File: src/hdl/eds_pkg.sv
// eds_pkg: shared types and constants for the elevator disk scheduler
// no dependencies; imported by every module of the block

package eds_pkg;

    localparam int MAX_REQUESTS = 16;
    localparam int TRACK_BITS   = 12;
    localparam int ID_BITS      = 8;
    localparam int SUM_BITS     = 16;
    localparam int IDX_BITS     = (MAX_REQUESTS > 1) ? $clog2(MAX_REQUESTS) : 1;
    localparam int CNT_BITS     = $clog2(MAX_REQUESTS + 1);

    typedef enum logic [1:0] {
        S_LOAD,
        S_SCAN,
        S_DONE
    } t_state;

    typedef struct packed {
        logic [ID_BITS-1:0]    req_id;
        logic [TRACK_BITS-1:0] req_track;
        logic                  last_request;
    } t_request;

    typedef struct packed {
        logic [ID_BITS-1:0]    served_id;
        logic [TRACK_BITS-1:0] served_track;
        logic [TRACK_BITS-1:0] seek_distance;
        logic [SUM_BITS-1:0]   seek_total;
        logic                  last_served;
    } t_result;

    typedef struct packed {
        logic                  valid;
        logic                  served;
        logic [TRACK_BITS-1:0] track;
        logic [ID_BITS-1:0]    label;
    } t_entry;

    typedef struct packed {
        logic clear;
        logic load;
        logic shift;
    } t_cell_ctl;

    typedef struct packed {
        logic                  step;
        logic                  first;
        logic [IDX_BITS-1:0]   idx;
        logic [TRACK_BITS-1:0] head;
    } t_scan;

    typedef struct packed {
        logic                  found;
        logic [IDX_BITS-1:0]   idx;
        logic [TRACK_BITS-1:0] track;
        logic [ID_BITS-1:0]    label;
        logic [TRACK_BITS-1:0] delta;
    } t_cand;

    typedef struct packed {
        t_cand up;
        t_cand dn;
    } t_pick;

endpackage

File: src/hdl/eds_cell.sv
// eds_cell: one stored request in the rotating ring of entries
// depends on eds_pkg

module eds_cell (
    input  logic               i_clk,
    input  logic               i_rst_n,
    input  eds_pkg::t_cell_ctl i_ctl,
    input  eds_pkg::t_entry    i_load_data,
    input  eds_pkg::t_entry    i_next,
    output eds_pkg::t_entry    o_entry
);
    import eds_pkg::*;

    t_entry r_entry;

    always_ff @(posedge i_clk) begin
        if (!i_rst_n) begin
            r_entry.valid  <= 1'b0;
            r_entry.served <= 1'b0;
        end else if (i_ctl.clear) begin
            r_entry.valid  <= 1'b0;
            r_entry.served <= 1'b0;
        end else if (i_ctl.load) begin
            r_entry <= i_load_data;
        end else if (i_ctl.shift) begin
            r_entry <= i_next;
        end
    end

    assign o_entry = r_entry;

endmodule

File: src/hdl/eds_pick.sv
// eds_pick: nearest-above and nearest-below search over entries passing the ring head
// depends on eds_pkg

module eds_pick (
    input  logic            i_clk,
    input  logic            i_rst_n,
    input  eds_pkg::t_scan  i_scan,
    input  eds_pkg::t_entry i_entry,
    output eds_pkg::t_pick  o_pick
);
    import eds_pkg::*;

    t_cand r_up, n_up;
    t_cand r_dn, n_dn;

    always_comb begin
        t_cand                 base_up;
        t_cand                 base_dn;
        logic [TRACK_BITS-1:0] d_up;
        logic [TRACK_BITS-1:0] d_dn;
        logic                  live;
        base_up = r_up;
        base_dn = r_dn;
        if (i_scan.first) begin
            base_up.found = 1'b0;
            base_dn.found = 1'b0;
        end
        d_up = i_entry.track - i_scan.head;
        d_dn = i_scan.head - i_entry.track;
        live = i_entry.valid && !i_entry.served;
        n_up = r_up;
        n_dn = r_dn;
        if (i_scan.step) begin
            n_up = base_up;
            n_dn = base_dn;
            if (live && (i_entry.track >= i_scan.head) &&
                (!base_up.found || d_up < base_up.delta)) begin
                n_up = '{found: 1'b1, idx: i_scan.idx, track: i_entry.track,
                         label: i_entry.label, delta: d_up};
            end
            if (live && (i_entry.track <= i_scan.head) &&
                (!base_dn.found || d_dn < base_dn.delta)) begin
                n_dn = '{found: 1'b1, idx: i_scan.idx, track: i_entry.track,
                         label: i_entry.label, delta: d_dn};
            end
        end
    end

    always_ff @(posedge i_clk) begin
        if (!i_rst_n) begin
            r_up.found <= 1'b0;
            r_dn.found <= 1'b0;
        end else begin
            r_up <= n_up;
            r_dn <= n_dn;
        end
    end

    assign o_pick = '{up: r_up, dn: r_dn};

endmodule

File: src/hdl/elevator_disk_scheduler_top.sv
// elevator_disk_scheduler_top: request ring, search unit, sequencer and result register
// depends on eds_pkg, eds_cell, eds_pick

// Requests load one beat per cycle while the input is not stalled, into a ring of
// MAX_REQUESTS cells; a request beyond capacity is dropped, and the beat marked
// last_request closes the batch. Scheduling then rotates the ring once past the search
// unit for every result, and the decision that follows waits while the output is stalled.
// The input is stalled from the last beat of a batch until its final result is in the
// output register. start_track is sampled when the last beat is taken. No clearing pass
// after reset.

module elevator_disk_scheduler_top (
    input  logic                           i_clk,
    input  logic                           i_rst_n,
    input  logic                           i_cfg_we,
    input  logic [eds_pkg::TRACK_BITS-1:0] i_cfg_wdata,
    input  logic                           i_in_valid,
    output logic                           o_in_stall,
    input  eds_pkg::t_request              i_in_data,
    output logic                           o_out_valid,
    input  logic                           i_out_stall,
    output eds_pkg::t_result               o_out_data
);
    import eds_pkg::*;

    localparam logic [IDX_BITS-1:0] LAST_IDX = IDX_BITS'(MAX_REQUESTS - 1);

    t_state r_state, n_state;

    logic [CNT_BITS-1:0]   r_count;
    logic [CNT_BITS-1:0]   r_k;
    logic [IDX_BITS-1:0]   r_idx;
    logic                  r_dir;
    logic [TRACK_BITS-1:0] r_head;
    logic [SUM_BITS-1:0]   r_sum;
    logic [TRACK_BITS-1:0] r_start;
    logic                  r_pend_valid;
    logic [IDX_BITS-1:0]   r_pend_idx;
    logic                  r_out_valid;
    t_result               r_out;

    t_entry    w_cell [MAX_REQUESTS];
    t_entry    w_next [MAX_REQUESTS];
    t_entry    w_eff;
    t_entry    w_load_data;
    t_cell_ctl w_ctl  [MAX_REQUESTS];
    t_scan     w_scan;
    t_pick     w_pick;
    t_cand     w_sel;

    logic in_accept;
    logic out_free;
    logic found_any;
    logic take_up;
    logic last_k;
    logic scan_step;
    logic out_load;
    logic batch_done;
    logic [SUM_BITS-1:0] n_sum;

    assign in_accept = i_in_valid && !o_in_stall;
    assign out_free  = !r_out_valid || !i_out_stall;
    assign found_any = w_pick.up.found || w_pick.dn.found;
    assign take_up   = w_pick.up.found && (r_dir || !w_pick.dn.found);
    assign w_sel     = take_up ? w_pick.up : w_pick.dn;
    assign last_k    = (r_k + CNT_BITS'(1)) == r_count;
    assign n_sum     = r_sum + SUM_BITS'(w_sel.delta);

    // ring head, with the last pick marked served as it goes by
    always_comb begin
        w_eff        = w_cell[0];
        w_eff.served = w_cell[0].served || (r_pend_valid && r_idx == r_pend_idx);
    end

    assign w_load_data = '{valid: 1'b1, served: 1'b0, track: i_in_data.req_track,
                           label: i_in_data.req_id};

    genvar gi;
    generate
        for (gi = 0; gi < MAX_REQUESTS; gi++) begin : g_cell
            if (gi == MAX_REQUESTS - 1) begin : g_tail
                assign w_next[gi] = w_eff;
            end else begin : g_mid
                assign w_next[gi] = w_cell[gi + 1];
            end
            assign w_ctl[gi] = '{clear: batch_done,
                                 load:  in_accept && (r_count == CNT_BITS'(gi)),
                                 shift: scan_step};
            eds_cell u_cell (
                .i_clk       (i_clk),
                .i_rst_n     (i_rst_n),
                .i_ctl       (w_ctl[gi]),
                .i_load_data (w_load_data),
                .i_next      (w_next[gi]),
                .o_entry     (w_cell[gi])
            );
        end
    endgenerate

    assign w_scan = '{step: scan_step, first: r_idx == '0, idx: r_idx, head: r_head};

    eds_pick u_pick (
        .i_clk   (i_clk),
        .i_rst_n (i_rst_n),
        .i_scan  (w_scan),
        .i_entry (w_eff),
        .o_pick  (w_pick)
    );

    always_comb begin
        n_state = r_state;
        unique case (r_state)
            S_LOAD: begin
                if (in_accept && i_in_data.last_request) n_state = S_SCAN;
            end
            S_SCAN: begin
                if (r_idx == LAST_IDX) n_state = S_DONE;
            end
            S_DONE: begin
                if (!found_any) n_state = S_LOAD;
                else if (out_free) n_state = last_k ? S_LOAD : S_SCAN;
            end
            default: n_state = S_LOAD;
        endcase
    end

    always_comb begin
        o_in_stall = 1'b1;
        scan_step  = 1'b0;
        out_load   = 1'b0;
        batch_done = 1'b0;
        unique case (r_state)
            S_LOAD: o_in_stall = 1'b0;
            S_SCAN: scan_step = 1'b1;
            S_DONE: begin
                out_load   = found_any && out_free;
                batch_done = !found_any || (out_free && last_k);
            end
            default: o_in_stall = 1'b1;
        endcase
    end

    always_ff @(posedge i_clk) begin
        if (!i_rst_n) begin
            r_state      <= S_LOAD;
            r_count      <= '0;
            r_k          <= '0;
            r_idx        <= '0;
            r_dir        <= 1'b1;
            r_head       <= '0;
            r_sum        <= '0;
            r_start      <= '0;
            r_pend_valid <= 1'b0;
            r_pend_idx   <= '0;
            r_out_valid  <= 1'b0;
        end else begin
            r_state <= n_state;
            if (i_cfg_we) r_start <= i_cfg_wdata;
            if (in_accept && r_count < CNT_BITS'(MAX_REQUESTS)) r_count <= r_count + CNT_BITS'(1);
            if (in_accept && i_in_data.last_request) begin
                r_head       <= r_start;
                r_dir        <= 1'b1;
                r_sum        <= '0;
                r_k          <= '0;
                r_idx        <= '0;
                r_pend_valid <= 1'b0;
            end
            if (scan_step) r_idx <= (r_idx == LAST_IDX) ? '0 : r_idx + IDX_BITS'(1);
            if (out_load) begin
                r_head       <= w_sel.track;
                r_sum        <= n_sum;
                r_k          <= r_k + CNT_BITS'(1);
                r_dir        <= take_up;
                r_pend_idx   <= w_sel.idx;
                r_pend_valid <= 1'b1;
            end
            if (batch_done) begin
                r_count      <= '0;
            end
            if (out_load) r_out_valid <= 1'b1;
            else if (!i_out_stall) r_out_valid <= 1'b0;
        end
    end

    always_ff @(posedge i_clk) begin
        if (out_load) begin
            r_out <= '{served_id: w_sel.label, served_track: w_sel.track,
                       seek_distance: w_sel.delta, seek_total: n_sum,
                       last_served: last_k};
        end
    end

    assign o_out_valid = r_out_valid;
    assign o_out_data  = r_out;

`ifndef SYNTHESIS
    a_count_cap: assert property (@(posedge i_clk) disable iff (!i_rst_n)
        r_count <= CNT_BITS'(MAX_REQUESTS))
        else $error("entry count above capacity");
    a_busy_has_entries: assert property (@(posedge i_clk) disable iff (!i_rst_n)
        r_state != S_LOAD |-> r_count != '0 && r_k < r_count)
        else $error("scheduling with no pending entries");
    a_head_follows: assert property (@(posedge i_clk) disable iff (!i_rst_n)
        out_load |=> o_out_valid && r_head == o_out_data.served_track)
        else $error("head not moved to served track");
    a_last_ends: assert property (@(posedge i_clk) disable iff (!i_rst_n)
        out_load && last_k |=> r_state == S_LOAD && r_count == '0)
        else $error("batch not closed after final result");
`endif

endmodule

File: config.mk
export PLATFORM = sky130hd
export DESIGN_NAME = elevator_disk_scheduler_top
export DESIGN_NICKNAME = d
export VERILOG_FILES = /design/src/hdl/eds_pkg.sv /design/src/hdl/eds_cell.sv /design/src/hdl/eds_pick.sv /design/src/hdl/elevator_disk_scheduler_top.sv
export SDC_FILE = /design/constraint.sdc
export NUM_CORES = 1
export LEC_CHECK = 0
export BUFFER_PORTS_ARGS = -buffer_cell sky130_fd_sc_hd__buf_2
export CORE_AREA = 10 10 229 231
export CTS_BUF_LIST = sky130_fd_sc_hd__clkbuf_8
export CTS_CLUSTER_SIZE = 24
export DETAILED_ROUTE_END_ITERATION = 7
export DIE_AREA = 0 0 239 241
export HOLD_SLACK_MARGIN = 0.1
export PLACE_DENSITY = 0.66
export RECOVER_POWER = 50
export SLEW_MARGIN = 20
export SYNTH_ARGS = -nofsm -noshare
export SYNTH_HDL_FRONTEND = slang
export SYNTH_SLANG_ARGS = --single-unit
File: constraint.sdc
create_clock -name i_clk -period 17.45 [get_ports i_clk]
set_input_delay 1.745 -clock i_clk [delete_from_list [all_inputs] [get_ports i_clk]]
set_output_delay 1.745 -clock i_clk [all_outputs]
set_load 0.005 [all_outputs]
==> flow_summary.json, run 1 <==
{
  "status": "finished with violations",
  "violations": "capacitance limit, slew limit",
  "drive_gt1_share_pct": 11.0,
  "internal-power_uw": 2210,
  "drc": 0,
  "pwr-share-seq_pct": 50.6,
  "vdd_ir_drop_max_mv": 0.0594,
  "slew_headroom_pct": -166,
  "ff2ff_path_depth": 10,
  "p_leak_uw": 0.00954,
  "tightestPinTransition_ns": 4.00,
  "layout_commonest_cell": "edfxtp_1",
  "worstPathRequired_ns": 17.88,
  "drt-wirelength-per-cell_um": 23.8,
  "cts_tree": "yes",
  "die_h_um": 241,
  "ctsResizeCount": 0,
  "yosysWarnings": 0,
  "cp_data_arrival_time_ns": 6.73,
  "avgViaCountPerCell": 6.11,
  "place.gp.congestion": 0.904,
  "cts_hold_buf": 0,
  "period_minus_slack_ns": 6.29,
  "path_clk_slew_ns": 0.06,
  "vias": 15500,
  "io_pins": 89,
  "overflow": 0,
  "clockBufferDepth": 3,
  "grt_pass1_vias": 14900,
  "crit_type": "input port to flip-flop",
  "maxCapViolCount": 4,
  "cts_root_buf": "clkbuf_8",
  "fin_tns_setup_ns": 0,
  "dp_hpwl_mm": 37.5,
  "regToRegStartpoint": "u_pick.o_pick[36]$_SDFFE_PN0P_",
  "numCtsBuffers": 87,
  "synth_edf_count": 441,
  "n_antenna_cell": 0,
  "antenna_found_initial": 0,
  "synth_nets": 1913,
  "coreArea_um2": 47500,
  "post_cts_buffers": 0,
  "fin_crit_sh_pct": 36.1,
  "powerDensity_nw_per_um2": 114,
  "cts.sinks": 538,
  "portBuffers": 88,
  "start_util_pct": 49.8,
  "h-tree-depth": 3,
  "clk_latency_ns": 0.68,
  "syn_avg_cell_area_um2": 13.1,
  "power.share.combinational_pct": 13.4,
  "finalSetupViolations": 0,
  "die-area_um2": 57600,
  "ant_nets": 0,
  "syn-cell-area_um2": 23700,
  "ys.flop_type": "edfxtp_1",
  "placed_area_um2": 24600,
  "startpoint_type": "input port",
  "async_flop_share_pct": 0,
  "critPathCapture": "r_k[2]$_SDFFE_PN0P_",
  "rr_endpoint": "o_out_data[13]$_DFFE_PP_",
  "stdcell_area_um2": 26300,
  "hold_violations": 0,
  "startpoint": "i_out_stall",
  "syn_to_final_growth_pct": 11.1,
  "fillCellCount": 3872,
  "hp-class": "flip-flop to flip-flop",
  "synth-seq-cells": 538,
  "rows": 80,
  "rrSetupSlack_ns": 11.27,
  "grt_pass1_wl_mm": 91.1,
  "wl_mm": 60.4,
  "power_switching_uw": 801,
  "swShare_pct": 26.6,
  "track_usage_pct": 20.7,
  "clock-skew-final_ns": 0.0177,
  "nNetsFinal": 1961,
  "end_kind": "flip-flop",
  "rsz0062_at_grt": "no",
  "p_clk_share_pct": 36.0,
  "first_pass_iters": 5,
  "syn_inst": 1807,
  "ys_types": 62,
  "drv_slew": 222,
  "grt_max_degree": 266,
  "die_width_um": 239,
  "layout_common_cells": "edfxtp_1, a22o_1, nand2_1, inv_1, clkbuf_8",
  "max_freq_mhz": 159,
  "yosysSeqAreaShare_pct": 64.1,
  "dr.first_iter.drc_count": 1697,
  "crit_fanout": 73
}
-- power groups by stage --
stage	clock [uW]	combinational [uW]	sequential (uW)
5_1_grt	1160	439	1530
6_report	1080	403	1520
3_5_place_dp	0	392	1550
4_1_cts	1100	396	1520
3_3_place_gp	0	384	1550
2_1_floorplan	0	284	1530
-- synthesized netlist by cell type, drive strengths merged (6+ instances only) --
master	count	area (um2)
mux2i	45	450
a21oi	66	334
o211ai	7	52.6
nand3	25	125
mux2	21	236
edfxtp	441	13200
clkbuf	87	327
a21o	12	90.1
inv	67	251
xnor2	26	228
a31oi	21	131
and2	8	50.1
nor2	89	334
xor2	17	149
o21ai	53	265
buf	68	308
a22o	312	2730
a211oi	19	143
nand2b	9	56.3
ha	65	813
and3	7	43.8
or4	7	52.6
nand2	119	447
nor2b	12	75.1
nand4	6	37.5
o21a	7	52.6
a22oi	8	60.1
nor3	35	185
dfxtp	97	1940
-- worst max-delay path: stages --
cell and delay [ns]:
clkbuf_1 0.10, nand2_1 0.18, nand3_1 0.17, clkinv_1 0.07
clkbuf_1 2.77, nor2_1 1.08, o21ai_0 0.46, a21oi_1 0.10
-- metrics by stage --
stage	setup WS [ns]	utilization [%]	hold slack [ns]	total power (uW)	cells
floorplan	11.68	-	0.432	1810	1807
global placement	12.95	51.7	0.445	1930	2380
detailed placement	12.79	51.8	0.448	1940	2380
CTS	12.76	55.4	0.465	3020	2537
global route	10.68	55.3	0.497	3130	2538
finish	11.16	55.3	0.465	3010	2538
-- routing by layer --
layer	share of wire [%]	track usage [%]	up-vias
met2	45	31.0	634
met3	8.3	4.36	84
met5	0	0	-
met4	2.1	6.91	0
li1	-	-	7019
met1	45	29.4	7767
-- state kept, by name (all words and copies together) (netlist names) --
| name | cells |
|---|---|
| r_state | 2 |
| r_idx | 4 |
| u_pick.o_pick | 74 |
| r_pend_valid | 1 |
| o_out_valid | 1 |
| r_start | 12 |
| o_out_data | 49 |
| r_head | 12 |
| r_dir | 1 |
| g_cell.u_cell.o_entry | 352 |
| r_k | 5 |
| r_pend_idx | 4 |
| r_sum | 16 |
| r_count | 5 |
-- cell type report --
type                            instances  area, um2  share of cell area, %
Inverter                               69        259                  0.985
Sequential cell                       538      15200                   57.7
Tap cell                              615        769                   2.93
Clock inverter                         59        368                   1.40
Timing Repair Buffer                  114        554                   2.11
Clock buffer                           98       1350                   5.13
Multi-Input combinational cell       1045       7820                   29.7
-- worst min path at each step --
stage                             endpoint              startpoint  slack, ns  cells past startpoint
floorplan            r_sum[6]$_SDFFE_PN0P_   r_sum[6]$_SDFFE_PN0P_       0.43                      2
global placement     r_sum[6]$_SDFFE_PN0P_   r_sum[6]$_SDFFE_PN0P_       0.45                      2
detailed placement   r_sum[6]$_SDFFE_PN0P_   r_sum[6]$_SDFFE_PN0P_       0.45                      2
CTS                  r_sum[6]$_SDFFE_PN0P_   r_sum[6]$_SDFFE_PN0P_       0.47                      2
global route        r_sum[10]$_SDFFE_PN0P_  r_sum[10]$_SDFFE_PN0P_       0.50                      2
finish               r_sum[6]$_SDFFE_PN0P_   r_sum[6]$_SDFFE_PN0P_       0.47                      2
-- cells by family (layout without fill, tap and decap cells) --
group	count (synthesis)	after routing	synth area share, %
AOI/OAI and AO/OA	536	536	17.5
muxes	66	66	2.90
and+or+nand+nor	332	332	6.40
xor gates and xnor gates	43	43	1.59
buffers and inverters	224	340	3.77
DFF	538	538	64.1
adders and majority gates	68	68	3.69
Note: power is estimated with default switching activity, not from simulation.
==> run 2: changes to the inputs <==
Settings changed: ABC_AREA set to 1, CORE_AREA 10 10 229 231 to 10 10 233 235, DIE_AREA 0 0 239 241 to 0 0 243 245, PLACE_DENSITY 0.66 to 0.68.
Clock period 17.45 ns to 5.1 ns, I/O delays scaled along.
==> run 2 against run 1 <==
The flow still finishes with violations (capacitance limit, slew limit). Sequential share of layout area decreased by 1.7 points. Combinational power increased to 2.8 times the previous value. Clock-buffer cell count increased by 4. Critical endpoint is now u_pick.o_pick[6]$_DFFE_PP_. Largest power group unchanged.
==> flow_summary.json, run 2 <==
{
  "cpMaxStageDelayCell": "nor2_4",
  "h-tree-depth": 3,
  "cp_data_arrival_time_ns": 4.52,
  "syn-cell-area_um2": 24500,
  "rsz0062_at_grt": "no",
  "maxCapViolCount": 12,
  "fillCellCount": 4375,
  "layout_commonest_cell": "a21oi_1",
  "overflow": 0,
  "vias": 17400,
  "placed_area_um2": 25300,
  "vdd_ir_drop_max_mv": 0.174,
  "syn_avg_cell_area_um2": 10.5,
  "power.share.combinational_pct": 11.1,
  "clockBufferDepth": 3,
  "pwr-share-seq_pct": 49.8,
  "max_freq_mhz": 241,
  "ant_nets": 0,
  "power_switching_uw": 2650,
  "place.gp.congestion": 0.875,
  "rows": 82,
  "crit_fanout": 21,
  "first_pass_iters": 6,
  "yosys.area.top_type": "edfxtp_1",
  "grt_pass1_wl_mm": 92.7,
  "coreArea_um2": 49700,
  "fin_crit_sh_pct": 81.4,
  "antenna_found_initial": 0,
  "layout_common_cells": "a21oi_1, edfxtp_1, nand2_1, inv_1, nor2_1",
  "portBuffers": 88,
  "yosysWarnings": 0,
  "powerDensity_nw_per_um2": 377,
  "nNetsFinal": 2509,
  "dp_hpwl_mm": 37.1,
  "worstPathRequired_ns": 5.47,
  "crit_top_cell": "nand2_1",
  "synth_top_cell_area_share_pct": 54.1,
  "synth-seq-cells": 538,
  "p_leak_uw": 0.0101,
  "slowest_delay_ns": 0.52,
  "track_usage_pct": 19.2,
  "post_cts_buffers": 0,
  "synth_common_cells": "a21oi_1, edfxtp_1, nand2_1",
  "yosysSeqAreaShare_pct": 62.1,
  "ys_types": 49,
  "wl_mm": 58.3,
  "grt_max_degree": 241,
  "crit_type": "flip-flop to flip-flop",
  "cts.sinks": 538,
  "slew_headroom_pct": -77.5,
  "drc": 0,
  "status": "finished with violations",
  "synth_nets": 2445,
  "hold_violations": 0,
  "cts_tree": "yes",
  "finalSetupViolations": 0,
  "dp.cells": 2971,
  "crit_family": "compound AO/OA/AOI/OAI gates",
  "end_kind": "flip-flop",
  "swShare_pct": 26.0,
  "synth_edf_count": 441,
  "cts_root_buf": "clkbuf_8",
  "drv_slew": 697,
  "fin_cells": 3146,
  "drt-wirelength-per-cell_um": 18.5,
  "die_h_um": 245,
  "n_antenna_cell": 0,
  "dr.first_iter.drc_count": 1548,
  "clk_latency_ns": 0.68,
  "internal-power_uw": 7560,
  "die-area_um2": 59500,
  "die_width_um": 243,
  "p_clk_share_pct": 39.1,
  "start_util_pct": 49.3,
  "ys.flop_type": "edfxtp_1",
  "fin_tns_setup_ns": 0,
  "path_clk_slew_ns": 0.06,
  "drive_gt1_share_pct": 9.22,
  "stdcell_area_um2": 27100,
  "synth_area_leaders": "edfxtp_1, a21oi_1, dfxtp_1",
  "hp-class": "input port to flip-flop",
  "largest_reg_flops": 352,
  "numCtsBuffers": 90,
  "cp_cell_sequence": "ha_1, nand2_1, o21ai_0, a21boi_0, o21ai_0, nand2_1, nand3_1, nand2_1, ha_1, nand2_1, inv_1, o21ai_0, a41oi_1, nor2_4, buf_12",
  "clock-skew-final_ns": 0.0272,
  "startpoint_type": "flip-flop",
  "async_flop_share_pct": 0,
  "avgViaCountPerCell": 5.52,
  "yosysMostFrequentCell": "a21oi_1",
  "violations": "capacitance limit, slew limit",
  "period_minus_slack_ns": 4.15,
  "tightestPinTransition_ns": 2.66,
  "syn_inst": 2339,
  "io_pins": 89,
  "grt_pass1_vias": 16500,
  "syn_to_final_growth_pct": 10.7,
  "worstPathBufferInverterCount": 2
}
==> run 2: cell types whose count changed after synthesis, sizes merged, moves of 27 or more <==
cell,change
nor3,-27
nand2,+183
mux2i,-45
a21oi,+586
buf,+36
clkbuf,-33
a22o,-312
o21ai,+46
nor2,+54
inv,+128
==> run 2: cells by family (layout without fill, tap and decap cells) <==
logic type                 after synthesis  after routing  synth area share (%)
adders and majority gates               68             68                  3.57
buffers and inverters                  354            489                  6.44
xor gates and xnor gates                28             28                  1.00
AOI/OAI and AO/OA                      818            818                  17.4
DFF                                    538            538                  62.1
and+or+nand+nor                        533            533                  9.46
==> run 2: path summary, 6_finish.rpt <==
check	startpoint	to	slack (ns)	depth (start not counted)
max	g_cell[0].u_cell.o_entry[10]$_DFFE_PP_	u_pick.o_pick[6]$_DFFE_PP_	0.95	15
min	i_out_stall	o_out_valid$_SDFFE_PN0P_	0.17	3
max reg2reg	g_cell[0].u_cell.o_entry[10]$_DFFE_PP_	u_pick.o_pick[6]$_DFFE_PP_	0.95	15
min reg2reg	r_sum[0]$_SDFFE_PN0P_	r_sum[0]$_SDFFE_PN0P_	0.47	2
==> run 2: metal layers <==
metal | GRT usage [%] | share of wire, %
met3 | 3.20 | 5.7
met5 | 0 | 0
met1 | 26.2 | 45
met2 | 30.3 | 46
met4 | 7.57 | 2.8
==> run 2: cell type report <==
type | count | area (um2) | area share [%]
well taps | 672 | 841 | 3.10
repair buffers | 130 | 701 | 2.59
clock buffers | 102 | 1400 | 5.18
clock inverters | 61 | 468 | 1.73
inverters | 196 | 738 | 2.73
multi-input cells | 1447 | 7750 | 28.6
flip-flops and latches | 538 | 15200 | 56.1
==> run 2: power groups by stage <==
stage                     registers, uW  clock network, uW  logic (uW)
after floorplan                    5140                  0         824
after global placement             5170                  0        1110
after global routing               5100               4290        1270
final                              5090               4000        1130
after CTS                          5080               4080        1140
after detailed placement           5170                  0        1120
==> run 2: metrics by stage <==
stage	total power, uW	hold WS [ns]	setup WS [ns]	util [%]
6_report	10200	0.168	0.950	54.5
5_1_grt	10700	0.167	0.650	54.5
4_1_cts	10300	0.113	1.26	54.9
3_5_place_dp	6300	0.462	1.29	50.9
3_3_place_gp	6270	0.453	1.35	50.8
2_1_floorplan	5970	0.436	0.770	-
==> run 2: tightest hold or removal path: cells and delay by family <==
family | cells | cell delay (ns)
AOI/OAI and AO/OA | 1 | 0.08
and+or+nand+nor | 1 | 0.10
buffers and inverters | 1 | 0.09
==> run 2: what timing repair did <==
action / 4_1_cts / 5_1_grt
hold endpoints to repair: 12 / 0
hold buffers: 12 / 0
resized for setup: 0 / 0
==> run 3: changes to the inputs <==
Settings changed: ABC_AREA 1 to 0, CORE_AREA 10 10 233 235 to 10 10 229 231, DIE_AREA 0 0 243 245 to 0 0 239 241, PLACE_DENSITY 0.68 to 0.69.
Clock period 5.1 ns to 3.4 ns, I/O delays scaled along.
==> run 3 against run 2 <==
The run ends with setup timing left. Register-to-register slack worse by 1.0 ns. Die area decreased by 3.3%. Sequential power is 53% higher. Hold slack better by 0.0071 ns. Global-route usage up 1.9 points. Core utilization up 3.5 points. Design area increased by 2.0%. Clock skew increased by 0.0042 ns. Wire length up 6.1%. Clock-buffer cell count down 8. Critical endpoint is now u_pick.o_pick[20]$_DFFE_PP_. Largest cell class unchanged. Largest power group unchanged.
==> flow_summary.json, run 3 (synthesis results as in run 1) <==
{
  "crit_fanout": 5,
  "largest_reg_flops": 352,
  "dp_hpwl_mm": 38.1,
  "crit_type": "flip-flop to flip-flop",
  "ff2ff_path_depth": 17,
  "numCtsBuffers": 87,
  "die_width_um": 239,
  "rows": 80,
  "antenna_found_initial": 0,
  "regToRegStartpoint": "g_cell[0].u_cell.o_entry[8]$_DFFE_PP_",
  "track_usage_pct": 21.1,
  "startpoint_type": "flip-flop",
  "overflow": 0,
  "holdPathStages": 3,
  "tightestPinTransition_ns": 1.17,
  "nNetsFinal": 2078,
  "grt_max_degree": 250,
  "cp_cell_sequence": "buf_6, ha_4, fa_2, nor2b_4, buf_6, o21a_1, nor2_2, xnor2_2, ha_1, a21oi_2, o21ai_2, a221oi_2, o2bb2ai_2, nor3_4, buf_4, buf_6, buf_6",
  "slew_headroom_pct": 21.8,
  "worstPathRequired_ns": 3.76,
  "clk_latency_ns": 0.67,
  "start_util_pct": 49.8,
  "hold_violations": 0,
  "p_leak_uw": 0.0103,
  "vdd_ir_drop_max_mv": 0.308,
  "multi_input_area_um2": 8090,
  "maxCapViolCount": 0,
  "drv_slew": 0,
  "cts_root_buf": "clkbuf_8",
  "violations": "setup timing",
  "rsz0062_at_grt": "yes",
  "seqCellArea_um2": 15200,
  "startpoint": "g_cell[0].u_cell.o_entry[8]$_DFFE_PP_",
  "layout_common_cells": "edfxtp_1, a22o_1, nand2_1, buf_4",
  "layout_commonest_cell": "edfxtp_1",
  "worstPathBufferInverterCount": 5,
  "max_freq_mhz": 288,
  "drt-wirelength-per-cell_um": 23.3,
  "avgViaCountPerCell": 6.08,
  "drc": 0,
  "end_kind": "flip-flop",
  "syn_to_final_growth_pct": 16.6,
  "first_pass_iters": 5,
  "crit_top_cell": "buf_6",
  "io_pins": 89,
  "grt_pass1_wl_mm": 94.2,
  "ant_nets": 0,
  "cts.sinks": 538,
  "finalSetupViolations": 72,
  "place.gp.congestion": 0.916,
  "fillCellCount": 3661,
  "status": "finished with violations",
  "hp-class": "input port to flip-flop",
  "rr_endpoint": "u_pick.o_pick[20]$_DFFE_PP_",
  "rrSetupSlack_ns": -0.08,
  "fin_crit_sh_pct": 102,
  "portBuffers": 88,
  "dp.cells": 2459,
  "grt_pass1_vias": 15600,
  "fin_cells": 2650,
  "clock-skew-final_ns": 0.0314,
  "die_h_um": 241,
  "clockBufferDepth": 3,
  "die-area_um2": 57600,
  "vias": 16100,
  "cp_data_arrival_time_ns": 3.84,
  "wl_mm": 61.8,
  "slowest_delay_ns": 0.42,
  "cp.depth": 17,
  "period_minus_slack_ns": 3.48,
  "powerDensity_nw_per_um2": 556,
  "drive_gt1_share_pct": 21.2,
  "critPathCapture": "u_pick.o_pick[20]$_DFFE_PP_",
  "timing.final.ws_setup_ns": -0.0762,
  "cpMaxStageDelayCell": "edfxtp_1",
  "h-tree-depth": 3,
  "cts_tree": "yes",
  "path_clk_slew_ns": 0.06,
  "coreArea_um2": 47500,
  "crit_family": "adder cells",
  "dr.first_iter.drc_count": 1563,
  "hold_slack_ns": 0.175
}
==> run 3: report_power, final <==
| group | leakage [uW] | internal, uW | switching, uW |
|---|---|---|---|
| sequential | 0.00487 | 7620 | 149 |
| clock | 0.000923 | 2620 | 2540 |
| combinational | 0.00455 | 962 | 1460 |
| total | 0.0103 | 11200 | 4150 |
==> run 3: layout make-up <==
type                            instances  share of cell area (%)
Tap cell                              615                    2.79
Clock buffer                           94                    4.69
Multi-Input combinational cell       1045                    29.3
Sequential cell                       538                    55.0
Antenna cell                            1                 0.00906
Inverter                               69                   0.938
Timing Repair Buffer                  231                    6.27
Clock inverter                         57                    1.01
==> run 3: worst min-delay path by stage <==
stage	from	endpoint
floorplan	i_rst_n	r_dir$_SDFFE_PN1P_
global placement	r_sum[6]$_SDFFE_PN0P_	r_sum[6]$_SDFFE_PN0P_
detailed placement	r_sum[7]$_SDFFE_PN0P_	r_sum[7]$_SDFFE_PN0P_
CTS	i_cfg_we	r_start[0]$_SDFFE_PN0P_
global route	i_cfg_we	r_start[0]$_SDFFE_PN0P_
finish	i_cfg_we	r_start[0]$_SDFFE_PN0P_
==> run 3: timing repair <==
action                                  in CTS  in global routing
setup buffers                               11                  9
pin swaps                                   11                 23
resized for setup                           55                 28
hold buffers                                14                  0
gates cloned                                 4                  3
endpoints found under the setup margin      72                 75
hold endpoints to repair                    14                  0
==> run 3: worst min-delay path, cell delays in order <==
cell and delay, ns:
buf_2 0.21, mux2i_1 0.15, nor2_1 0.08
==> run 3: stage by stage <==
stage / worst slack (ns) / setup TNS [ns] / total power (uW) / util, % / instance area, um2
floorplan: -0.529 / -37.66 / 9350 / - / 23800
global placement: -0.197 / -9.85 / 10100 / 53.2 / 25300
detailed placement: -0.226 / -15.11 / 10100 / 53.2 / 25300
CTS: -0.0844 / -2.64 / 15400 / 57.7 / 27400
global route: -0.240 / -15.18 / 16000 / 58.1 / 27600
finish: -0.0762 / -3.24 / 15400 / 58.1 / 27600
==> run 3: per-layer routing <==
metal / GRT usage (%) / routed length (um) / vias up / share of wire [%]
li1: - / - / 7267 / -
met5: 0 / 0 / - / 0
met2: 32.8 / 28800 / 673 / 47
met3: 4.76 / 5350 / 89 / 8.6
met1: 29.1 / 26500 / 8073 / 43
met4: 6.42 / 1230 / 0 / 2.0
